<file path="src/rtl/core/ira_pkg.sv">
// Shared types, constants and helpers for the radix-to-ASCII converter.
`default_nettype none

package ira_pkg;

   // Operand and digit widths fixed by the item format
   localparam int VALUE_W  = 32;
   localparam int BASE_W   = 6;
   localparam int DIGIT_W  = 6;
   localparam int SLOTS    = 32;
   localparam int SLOT_W   = 5;
   localparam int CHAR_W   = 8;
   localparam int STATUS_W = 2;
   // Width that holds any field length or position up to 64
   localparam int CMP_W    = 7;

   // Result status codes
   localparam logic [STATUS_W-1:0] STATUS_OK       = 2'd0;
   localparam logic [STATUS_W-1:0] STATUS_BAD_BASE = 2'd1;
   localparam logic [STATUS_W-1:0] STATUS_TOO_LONG = 2'd2;

   // Base limits
   localparam logic [BASE_W-1:0] BASE_MIN = 6'd2;
   localparam logic [BASE_W-1:0] BASE_MAX = 6'd36;

   // Fixed characters
   localparam logic [CHAR_W-1:0] CH_MINUS = 8'h2D;
   localparam logic [CHAR_W-1:0] CH_SPACE = 8'h20;
   localparam logic [CHAR_W-1:0] CH_NUL   = 8'h00;

   // Kind of character at one field position
   localparam logic [1:0] KIND_NUL   = 2'd0;
   localparam logic [1:0] KIND_MINUS = 2'd1;
   localparam logic [1:0] KIND_DIGIT = 2'd2;
   localparam logic [1:0] KIND_SPACE = 2'd3;

   // Divider result seen by the sequencer
   typedef struct packed {
      logic               done;
      logic [VALUE_W-1:0] quot;
      logic [DIGIT_W-1:0] rem;
   } div_result_type;

   // Map a digit value 0..35 to 0-9a-z
   function automatic logic [CHAR_W-1:0] glyph(input logic [DIGIT_W-1:0] d);
      logic [CHAR_W-1:0] d_ext;
      d_ext = CHAR_W'(d);
      if (d < 6'd10) begin
         glyph = 8'h30 + d_ext;
      end else begin
         glyph = 8'h57 + d_ext;
      end
   endfunction

endpackage

`default_nettype wire

</file>
<file path="src/rtl/core/ira_div.sv">
// Iterative restoring divider: 32-bit dividend by 6-bit base, one quotient bit per cycle.
`default_nettype none

module ira_div
   import ira_pkg::*;
(
   input  wire logic               clock,
   input  wire logic               reset,
   input  wire logic               start,
   input  wire logic [VALUE_W-1:0] dividend,
   input  wire logic [BASE_W-1:0]  divisor,
   output div_result_type          res
);

   logic               busy_ff, busy_in;
   logic               done_ff, done_in;
   logic [SLOT_W-1:0]  cnt_ff, cnt_in;
   logic [VALUE_W-1:0] quot_ff, quot_in;
   logic [DIGIT_W-1:0] rem_ff, rem_in;
   logic [BASE_W-1:0]  dvs_ff, dvs_in;
   logic [DIGIT_W:0]   trial;
   logic [DIGIT_W:0]   diff;
   logic               ge;

   // Shift one dividend bit into the partial remainder and try the subtract
   always_comb begin
      trial = {rem_ff, quot_ff[VALUE_W-1]};
      ge    = trial >= {1'b0, dvs_ff};
      diff  = trial - {1'b0, dvs_ff};
   end

   // Load on start, step while busy
   always_comb begin
      busy_in = busy_ff;
      done_in = 1'b0;
      cnt_in  = cnt_ff;
      quot_in = quot_ff;
      rem_in  = rem_ff;
      dvs_in  = dvs_ff;
      if (start) begin
         busy_in = 1'b1;
         cnt_in  = SLOT_W'(VALUE_W - 1);
         quot_in = dividend;
         rem_in  = '0;
         dvs_in  = divisor;
      end else if (busy_ff) begin
         quot_in = {quot_ff[VALUE_W-2:0], ge};
         rem_in  = ge ? diff[DIGIT_W-1:0] : trial[DIGIT_W-1:0];
         cnt_in  = cnt_ff - 1'b1;
         if (cnt_ff == '0) begin
            busy_in = 1'b0;
            done_in = 1'b1;
         end
      end
   end

   always_ff @(posedge clock) begin
      if (reset) begin
         busy_ff <= 1'b0;
         done_ff <= 1'b0;
      end else begin
         busy_ff <= busy_in;
         done_ff <= done_in;
      end
   end

   always_ff @(posedge clock) begin
      cnt_ff  <= cnt_in;
      quot_ff <= quot_in;
      rem_ff  <= rem_in;
      dvs_ff  <= dvs_in;
   end

   assign res.done = done_ff;
   assign res.quot = quot_ff;
   assign res.rem  = rem_ff;

endmodule

`default_nettype wire

</file>
<file path="src/rtl/core/int_to_radix_ascii.sv">
// Top level: signed integer to fixed-width ASCII field in bases 2 to 36.
//
//   channel | dir | ports                                       | transfer when
//   --------+-----+---------------------------------------------+-----------------------
//   req     | in  | req_value[31:0] req_base[5:0]               | req_valid & !req_stall
//   rsp     | out | rsp_character[7:0] rsp_last_of_run rsp_status | rsp_valid & !rsp_stall
//   csr     | in  | csr_wr_data[5:0] (buffer_length)            | csr_wr_en
//
// Flow: one item per conversion; req_stall stays high until its last result transfers.
// Digit loop: one pass of 32 shift steps per digit in the shared divider, 1 to 32 digits.
// Then the fit check, and per character a digit store read, then show.
// A bad base gives its error result in the cycle after the accept; a long number after the digits.
// Reset (synchronous): sequencer idle, buffer_length 12; the digit store is not cleared.
// A stalled result holds its payload until the downstream side takes it.
`default_nettype none

module int_to_radix_ascii
   import ira_pkg::*;
#(
   parameter int MAX_FIELD_LENGTH = 40
)(
   input  wire logic                clock,
   input  wire logic                reset,
   input  wire logic                req_valid,
   output      logic                req_stall,
   input  wire logic signed [VALUE_W-1:0] req_value,
   input  wire logic [BASE_W-1:0]   req_base,
   output      logic                rsp_valid,
   input  wire logic                rsp_stall,
   output      logic [CHAR_W-1:0]   rsp_character,
   output      logic                rsp_last_of_run,
   output      logic [STATUS_W-1:0] rsp_status,
   input  wire logic                csr_wr_en,
   input  wire logic [BASE_W-1:0]   csr_wr_data
);

   localparam int LEN_W = $clog2(MAX_FIELD_LENGTH + 1);

   localparam logic [2:0] S_IDLE  = 3'd0;
   localparam logic [2:0] S_DIV   = 3'd1;
   localparam logic [2:0] S_CHECK = 3'd2;
   localparam logic [2:0] S_FETCH = 3'd3;
   localparam logic [2:0] S_SHOW  = 3'd4;

   logic [2:0]          state_ff, state_in;
   logic [BASE_W-1:0]   csr_len_ff, csr_len_in;
   logic [LEN_W-1:0]    len_ff, len_in;
   logic [BASE_W-1:0]   base_ff, base_in;
   logic                sign_ff, sign_in;
   logic [DIGIT_W-1:0]  count_ff, count_in;
   logic [LEN_W-1:0]    pos_ff, pos_in;
   logic [1:0]          kind_ff, kind_in;
   logic [STATUS_W-1:0] status_ff, status_in;
   logic [DIGIT_W-1:0]  rd_data_ff;
   logic [DIGIT_W-1:0]  digit_mem [SLOTS];

   logic                req_xfer, rsp_xfer;
   logic                base_ok;
   logic [VALUE_W-1:0]  raw;
   logic [VALUE_W-1:0]  mag;
   logic [CMP_W-1:0]    len_sat;
   logic [CMP_W-1:0]    len_m1;
   logic [CMP_W-1:0]    pos_ext;
   logic [CMP_W-1:0]    places;
   logic [CMP_W-1:0]    digit_idx;
   logic                is_last;
   logic                div_start;
   logic [VALUE_W-1:0]  div_dividend;
   logic [BASE_W-1:0]   div_divisor;
   logic                mem_we;
   logic                mem_re;
   div_result_type      div_res;

   // Shared divider produces one digit per pass
   ira_div u_div (
      .clock    (clock),
      .reset    (reset),
      .start    (div_start),
      .dividend (div_dividend),
      .divisor  (div_divisor),
      .res      (div_res)
   );

   // Handshake and input decode
   always_comb begin
      req_stall = state_ff != S_IDLE;
      rsp_valid = state_ff == S_SHOW;
      req_xfer  = req_valid && !req_stall;
      rsp_xfer  = rsp_valid && !rsp_stall;
      base_ok   = (req_base >= BASE_MIN) && (req_base <= BASE_MAX);
      raw       = $unsigned(req_value);
      mag       = raw[VALUE_W-1] ? (~raw + 32'd1) : raw;
   end

   // Saturate the field length at use
   always_comb begin
      len_sat = CMP_W'(csr_len_ff);
      if (len_sat < CMP_W'(2)) begin
         len_sat = CMP_W'(2);
      end else if (len_sat > CMP_W'(MAX_FIELD_LENGTH)) begin
         len_sat = CMP_W'(MAX_FIELD_LENGTH);
      end
   end

   // Position arithmetic
   always_comb begin
      len_m1    = CMP_W'(len_ff) - 1'b1;
      pos_ext   = CMP_W'(pos_ff);
      places    = CMP_W'(sign_ff) + CMP_W'(count_ff);
      digit_idx = places - 1'b1 - pos_ext;
      is_last   = pos_ext == len_m1;
      if (is_last) begin
         kind_in = KIND_NUL;
      end else if (sign_ff && (pos_ext == '0)) begin
         kind_in = KIND_MINUS;
      end else if (pos_ext < places) begin
         kind_in = KIND_DIGIT;
      end else begin
         kind_in = KIND_SPACE;
      end
   end

   // Start the divider on accept of a valid base and again while the quotient is nonzero
   always_comb begin
      div_start    = 1'b0;
      div_dividend = mag;
      div_divisor  = base_ff;
      if (req_xfer && base_ok) begin
         div_start   = 1'b1;
         div_divisor = req_base;
      end else if ((state_ff == S_DIV) && div_res.done && (div_res.quot != '0)) begin
         div_start    = 1'b1;
         div_dividend = div_res.quot;
      end
   end

   // Sequencer
   always_comb begin
      state_in   = state_ff;
      csr_len_in = csr_wr_en ? csr_wr_data : csr_len_ff;
      len_in     = len_ff;
      base_in    = base_ff;
      sign_in    = sign_ff;
      count_in   = count_ff;
      pos_in     = pos_ff;
      status_in  = status_ff;
      mem_we     = 1'b0;
      mem_re     = 1'b0;
      unique case (state_ff)
         S_IDLE: begin
            if (req_xfer) begin
               len_in   = LEN_W'(len_sat);
               base_in  = req_base;
               sign_in  = raw[VALUE_W-1];
               count_in = '0;
               pos_in   = '0;
               if (base_ok) begin
                  status_in = STATUS_OK;
                  state_in  = S_DIV;
               end else begin
                  status_in = STATUS_BAD_BASE;
                  state_in  = S_SHOW;
               end
            end
         end
         S_DIV: begin
            if (div_res.done) begin
               mem_we   = count_ff < DIGIT_W'(SLOTS);
               count_in = count_ff + 1'b1;
               if (div_res.quot == '0) begin
                  state_in = S_CHECK;
               end
            end
         end
         S_CHECK: begin
            if (places > len_m1) begin
               status_in = STATUS_TOO_LONG;
            end
            state_in = (places > len_m1) ? S_SHOW : S_FETCH;
         end
         S_FETCH: begin
            mem_re   = 1'b1;
            state_in = S_SHOW;
         end
         S_SHOW: begin
            if (rsp_xfer) begin
               if ((status_ff != STATUS_OK) || is_last) begin
                  state_in = S_IDLE;
               end else begin
                  pos_in   = pos_ff + 1'b1;
                  state_in = S_FETCH;
               end
            end
         end
         default: begin
            state_in = S_IDLE;
         end
      endcase
   end

   always_ff @(posedge clock) begin
      if (reset) begin
         state_ff   <= S_IDLE;
         csr_len_ff <= 6'd12;
         count_ff   <= '0;
      end else begin
         state_ff   <= state_in;
         csr_len_ff <= csr_len_in;
         count_ff   <= count_in;
      end
   end

   always_ff @(posedge clock) begin
      len_ff    <= len_in;
      base_ff   <= base_in;
      sign_ff   <= sign_in;
      pos_ff    <= pos_in;
      status_ff <= status_in;
      if (state_ff == S_FETCH) begin
         kind_ff <= kind_in;
      end
   end

   // Digit store: write one digit per divider pass, registered read while fetching
   always_ff @(posedge clock) begin
      if (mem_we) begin
         digit_mem[count_ff[SLOT_W-1:0]] <= div_res.rem;
      end
      if (mem_re) begin
         rd_data_ff <= digit_mem[digit_idx[SLOT_W-1:0]];
      end
   end

   // Form the outgoing character
   always_comb begin
      rsp_status      = status_ff;
      rsp_last_of_run = (status_ff != STATUS_OK) || is_last;
      if (status_ff != STATUS_OK) begin
         rsp_character = CH_NUL;
      end else begin
         unique case (kind_ff)
            KIND_NUL:   rsp_character = CH_NUL;
            KIND_MINUS: rsp_character = CH_MINUS;
            KIND_DIGIT: rsp_character = glyph(rd_data_ff);
            KIND_SPACE: rsp_character = CH_SPACE;
            default:    rsp_character = CH_NUL;
         endcase
      end
   end

   // Never take a new item while a result is on offer
   a_no_accept_while_showing: assert property (@(posedge clock) disable iff (reset)
      rsp_valid |-> req_stall)
      else $error("item accepted while a result is pending");

   // Digit count stays within the store
   a_count_in_range: assert property (@(posedge clock) disable iff (reset)
      count_ff <= DIGIT_W'(SLOTS))
      else $error("digit count beyond store depth");

   // Error results are single and final
   a_error_is_last: assert property (@(posedge clock) disable iff (reset)
      (rsp_valid && (rsp_status != STATUS_OK)) |-> (rsp_last_of_run && rsp_character == CH_NUL))
      else $error("error result not marked last");

   // After the final transfer of a run the block is ready again
   a_ready_after_last: assert property (@(posedge clock) disable iff (reset)
      (rsp_valid && !rsp_stall && rsp_last_of_run) |=> !req_stall)
      else $error("not ready after the last transfer");

endmodule

`default_nettype wire
</file>
<file path="config.mk">
export PLATFORM = sky130hd
export DESIGN_NAME = int_to_radix_ascii
export DESIGN_NICKNAME = d
export VERILOG_FILES = /design/src/rtl/core/ira_pkg.sv /design/src/rtl/core/ira_div.sv /design/src/rtl/core/int_to_radix_ascii.sv
export SDC_FILE = /design/constraint.sdc
export NUM_CORES = 1
export LEC_CHECK = 0
export BUFFER_PORTS_ARGS = -buffer_cell sky130_fd_sc_hd__buf_2
export CAP_MARGIN = 20
export CORE_ASPECT_RATIO = 0.75
export CORE_MARGIN = 2
export CORE_UTILIZATION = 60
export CTS_CLUSTER_DIAMETER = 40
export CTS_CLUSTER_SIZE = 20
export DETAILED_ROUTE_END_ITERATION = 6
export PLACE_DENSITY_LB_ADDON = 0.05
export RECOVER_POWER = 50
export SYNTH_ARGS = -nofsm -noshare
export SYNTH_HDL_FRONTEND = slang
export SYNTH_SLANG_ARGS = --single-unit
</file>
<file path="constraint.sdc">
create_clock -name clock -period 4.3 [get_ports clock]
set_input_delay 0.43 -clock clock [delete_from_list [all_inputs] [get_ports clock]]
set_output_delay 0.43 -clock clock [all_outputs]
set_load 0.1 [all_outputs]
</file>
==> Yosys cells after proc, flatten, opt, wreduce, memory -nomap -nowiden <==
Memory sizes are Yosys's and may differ from the RTL's. A register that Yosys moved wholly into a read port is not among the register bits.
Cells that the tools add are included.
{ "totals": {"wordCells": 128, "output_inout_bits": 13, "regBits": 89, "input_bits": 49, "mem_bits_rw": 192, "memories": 1} }
{ "memory_table": {"columns": ["name", "words", "width", "read_ports", "rd_ports_with_merged_regs", "wr", "line_no", "text"], "rows": [
  ["digit_mem", 32, 6, 1, 1, 1, "int_to_radix_ascii.sv:55", "logic [DIGIT_W-1:0] digit_mem [SLOTS];"]
]} }
{ "classes": {"n_eq_ne": 15, "bitwise_logic": 2, "reduce_logical": 31, "add_sub_neg": 11, "muxes": 42, "order_cmp": 9} }
{ "op_table": {"columns": ["cell", "count"], "rows": [
  ["32-bit 2-to-1 mux", 5],
  ["6-bit 2-to-1 mux", 7],
  ["32-bit by 1-bit adder with 32-bit output, second input constant", 1],
  ["32-bit zero test", 1],
  ["32-bit inverter", 1],
  ["8-bit one-hot mux with 4 select lines", 1],
  ["32-bit nonzero test", 1],
  ["6-bit one-hot mux with 2 select lines", 2],
  ["3-bit 2-to-1 mux", 6],
  ["8-bit 2-to-1 mux", 2],
  ["3-bit one-hot mux with 5 select lines", 1],
  ["1-bit 2-to-1 mux", 14],
  ["6-bit by 1-bit adder with 6-bit output, second input constant", 2],
  ["2-bit nonzero test", 5],
  ["5-bit by 1-bit subtractor with 5-bit output, second input constant", 2],
  ["7-bit by 6-bit adder with 8-bit output, first input constant", 1],
  ["4-bit AND reduction", 2],
  ["1-bit by 6-bit adder with 7-bit output", 1],
  ["6-bit by 6-bit adder with 7-bit output, first input constant", 1],
  ["6-bit by 7-bit == test with 1-bit output", 1],
  ["7-bit by 6-bit >= comparator with 1-bit output", 1],
  ["7-bit greater-than comparator", 1],
  ["1-bit logical AND", 7],
  ["6-bit by 7-bit < comparator with 1-bit output", 1],
  ["other kinds (31)", 43]
]} }

==> Longest topological paths before layout <==
{ "depth": {"depth_word": 7, "ltp_mapped": 11, "depth_no_buf": 11} }

==> By module <==
From an unflattened synthesis, not the netlist that was laid out.
{ "hier_totals": {"cells_unflattened": 1016, "area_unflattened_um2": 14032.2} }
{ "modules_own_cells": {"columns": ["mod", "cells_per_inst", "n_inst", "area_per_inst_um2"], "rows": [
  ["int_to_radix_ascii", 835, 1, 11586.1],
  ["ira_div", 181, 1, 2446.1]
]} }

==> Worst setup path before layout <==
No wires, ideal clock.
{ "synth_timing": {"kind": "reg2out", "from": "register status_ff[1], in the netlist rsp_status[1]", "to": "output rsp_character[6]", "stages_incl_launch_ff": 4, "arrival_ns": 4.015, "path_buffers": 0, "t_required_ns": 3.870, "slack_ns": -0.145, "cell_sequence": "edfxtp_1 nor2_1 nand2_1 nor4_1"} }
{ "synth_between": {"elab_chain_cells": 2} }
{ "synth_rtl": {"columns": ["element", "line_no", "text"], "rows": [
  ["start: declaration", "int_to_radix_ascii.sv:53", "logic [STATUS_W-1:0] status_ff, status_in;"],
  ["start signal: assignment", "int_to_radix_ascii.sv:218", "status_ff <= status_in;"],
  ["2-bit nonzero test", "int_to_radix_ascii.sv:238", "if (status_ff != STATUS_OK) begin"],
  ["8-bit 2-to-1 mux", "int_to_radix_ascii.sv:238", null],
  ["end: declaration", "int_to_radix_ascii.sv:30", "output logic [CHAR_W-1:0] rsp_character,"]
]} }
Every way passes these cells.

==> Final worst setup path <==
{ "layout_timing": {"from": "register sign_ff", "to": "register rd_data_ff[3] (read register of digit_mem) (data pin)"} }
{ "layout_between": {"elab_chain_cells": 3} }
{ "layout_rtl": {"columns": ["element", "line_no", "text"], "rows": [
  ["start: declaration", "int_to_radix_ascii.sv:49", "logic sign_ff, sign_in;"],
  ["start signal: assignment", "int_to_radix_ascii.sv:216", "sign_ff <= sign_in;"],
  ["1-bit by 6-bit adder with 7-bit output", "int_to_radix_ascii.sv:109", "places = CMP_W'(sign_ff) + CMP_W'(count_ff);"],
  ["5-bit by 1-bit subtractor with 5-bit output", "int_to_radix_ascii.sv:110", "digit_idx = places - 1'b1 - pos_ext;"],
  ["5-bit subtractor", "int_to_radix_ascii.sv:110", null],
  ["end: declaration", "int_to_radix_ascii.sv:54", "logic [DIGIT_W-1:0] rd_data_ff;"]
]} }
Every way passes these cells.
A chain may end at the register's enable or synchronous reset.

==> run_results.csv <==
group,metric,value,unit
worst_setup_path,crit_required,4.59,ns
yosys,syn_inst,971,
sta,slew_headroom,-0.0455,
pwr,ir_drop,0.507,mV
clocking,cts_hold_buf,0,
sta,report.final.slew_viol_count,105,
clocking,clk_pin_slew_worst_paths,0.07,ns
worst_setup_path,r2r_setup_slack,0.83,ns
die,initial_core_util,0.609,
clocking,clockBufferDepth,3,
worst_setup_path,path_common_cell,"ha_1",
yosys,synth_top_area_frac,0.581,
drt,drt_iter0_markers,710,
die,dieHeight,133,µm
global_routing,grt_pass1_vias,7879,
worst_setup_path,crit_path_cell_trace,"ha_1, ha_1, fa_2, buf_4, mux4_2, mux2_2, o211ai_1, o21ai_0",
die,fp.dieW,177,µm
yosys,synth.largest_area_cell,"edfxtp_1",
sta,hold_violations,0,
die,rows,47,
sta,rsz0062_at_grt,"false",
worst_setup_path,crit_fanout,19,
pwr,clkPwrFrac,0.325,
sta,setup_tns,0,ns
worst_setup_path,cp.arrival,3.76,ns
global_routing,grt_pass1_wl,44700,µm
cells_and_area,final_util,0.684,
placed_design,io_buffer_count,61,
yosys,synth_warnings,0,
pwr,switching_share,0.292,
drt,route.detailed.vias_per_inst,5.93,
yosys,synth-seq-cells,287,
pwr,comb_power_share,0.216,
min_path,hp-start,"csr_wr_data[3]",
worst_setup_path,crit_type,"register to register",
cells_and_area,syn_to_final_growth,12.4,%
yosys,yosysMostFrequentCell,"edfxtp_1",
worst_setup_path,crit_slowest_cell,"fa_2",
yosys,syn_area,0.0134,mm²
yosys,synth_cell_types,59,
worst_setup_path,max_stage_delay,0.99,ns
clocking,cts_setup_buffers,0,
clocking,clock_sinks,287,
die,pin_count,62,
yosys,synthArstFlopShare,0,
drt,finalWirelength,27800,µm
yosys,syn_nets,1057,
sta,layout_setup_ws,0.830,ns
global_routing,grt-ovfl-total,0,
sta,fmaxAchievable,288,MHz
yosys,yosys-top-cells-area,"edfxtp_1 (58%), mux4_2 (8.1%), dfxtp_1 (4.2%), ha_1 (3.3%), nor2_1 (2.6%)",
clocking,clk-insertion-delay-late,0.55,ns
yosys,avgSynthCellArea,13.8,µm²
worst_setup_path,timing.rr.start,"sign_ff",
drt,wl_per_cell,20.4,µm
pwr,totalPowerFinal,7.83,mW
clocking,cts_resized,0,
yosys,seq_area_frac_synth,0.623,
pwr,p_leak,5.34,nW
worst_setup_path,cp.buffers_inverters,1,
sta,fin_skew,0.0106,ns
drt,via_count,8070,
sta,period_share,0.807,
yosys,synth_edf_count,259,
clocking,cts_max_level,1,
placed_design,dp_hpwl,18700,µm
placed_design,place_congestion,0.808,
clocking,cts_buffers,31,
die,dieArea,0.0235,mm²
global_routing,antenna_found_initial,0,
drt,first_pass_iters,5,
worst_setup_path,startpoint,"sign_ff",
sta,worst_pin_slew,1.57,ns
worst_setup_path,endpoint_kind,"register",
drt,drtAntennaViolNets,0,
flow_run,cap_viol_max_count,4,
pwr,p_switching,2.29,mW
pwr,internal_power,5.54,mW
sta,finalCriticalPeriod,3.47,ns
pwr,sequentialPowerShare,0.459,
yosys,synth_common_cells,"edfxtp_1 (259), nor2_1 (91), nand2_1 (89), mux4_2 (48), o21ai_0 (39)",
die,coreArea,0.0220,mm²
cells_and_area,drive_gt1_frac,0.180,
drt,remaining_drc_errors,0,
clocking,cts_root_buf,"clkbuf_16",
pwr,powerDensity,520,mW/mm²
outcome,status,"complete, but fails checks",
yosys,synthFlopType,"edfxtp_1",
placed_design,pre_cts_ws,0.815,ns
cells_and_area,antenna_cells,0,
worst_setup_path,crit_path_start_kind,"register",
global_routing,grt_max_degree,61,
min_path,hold_class,"primary input to register",
sta,setup_viol,0,
cells_and_area,final_nets,1130,
clocking,cts_tree,"built",
global_routing,track_usage,0.248,
outcome,violations,"capacitance limit, slew limit",
worst_setup_path,crit_family,"adder cells",
## worst register-to-register path: stages (launching register included)
cell	delay [ns]
edfxtp_1	0.43
ha_1	0.24
ha_1	0.36
fa_2	0.99
buf_4	0.34
mux4_2	0.33
mux2_2	0.27
o211ai_1	0.15
o21ai_0	0.11
## cell usage in the layout (no fill, tap or decap), types with 19 or more instances in the layout
master	Yosys	final
xnor2_1	29	28
mux4_2	48	48
mux2i_1	21	21
mux2_2	19	19
xor2_1	38	37
edfxtp_1	259	259
inv_1	32	33
nor2_1	91	91
buf_2	3	51
a21oi_1	31	31
ha_1	35	34
nand2_1	89	89
clkbuf_16	0	31
dfxtp_1	28	28
o21ai_0	39	39
clkbuf_1	30	19
o21ai_1	29	29
## power by group through the flow
stage | Combinational (mW) | Sequential [mW] | Clock [mW]
floorplan | 1.06 | 3.74 | 0
global placement | 1.68 | 3.64 | 0
detailed placement | 1.72 | 3.64 | 0
CTS | 1.72 | 3.58 | 2.58
global route | 1.87 | 3.62 | 2.69
finish | 1.69 | 3.60 | 2.54
## cells by family after synthesis
group	Yosys count	synth area share
fa+ha+maj	37	0.0357
xor+xnor	69	0.0473
compound gates	145	0.0633
simple gates	273	0.0972
flops	287	0.623
mux	88	0.112
buf+inv	72	0.0216
## state kept, by name (all words and copies together) (netlist names), 6 cells and up
signal	count
digit_mem	192
u_div.quot_ff	32
base_ff	6
count_ff	6
csr_len_ff	6
len_ff	6
pos_ff	6
rd_data_ff	6
u_div.dvs_ff	6
u_div.rem_ff	6
## metal layers
metal | up-vias | track usage | wire (µm) | part of all wire
li1 | 3817 | - | - | -
met1 | 3984 | 0.403 | 13800 | 0.50
met2 | 230 | 0.359 | 12000 | 0.43
met3 | 39 | 0.0342 | 1460 | 0.052
met4 | 0 | 0.0546 | 511 | 0.018
met5 | - | 0 | 0 | 0
## final cells by class
class	count	area (µm²)
flip-flops and latches	287	8340
multi-input cells	612	4800
inverters	33	124
fillers	1621	6940
clock inverters	23	200
repair buffers	79	430
clock buffers	34	787
well taps	294	368
## through the flow
| step | hold WS [ns] | std cells | area, µm² |
|---|---|---|---|
| global route | 0.0848 | 1362 | 15100 |
| CTS | 0.0723 | 1362 | 15100 |
| finish | 0.0932 | 1362 | 15100 |
| floorplan | 0.447 | 971 | 13400 |
| global placement | 0.471 | 1305 | 14100 |
| detailed placement | 0.494 | 1305 | 14100 |
## final timing paths
check	end	cells past startpoint
min	csr_len_ff[3]	2
min reg2reg	u_div.done_ff	1
max	rd_data_ff[3]	8
max reg2reg	rd_data_ff[3]	8
Note: power is estimated with default switching activity, not from simulation.
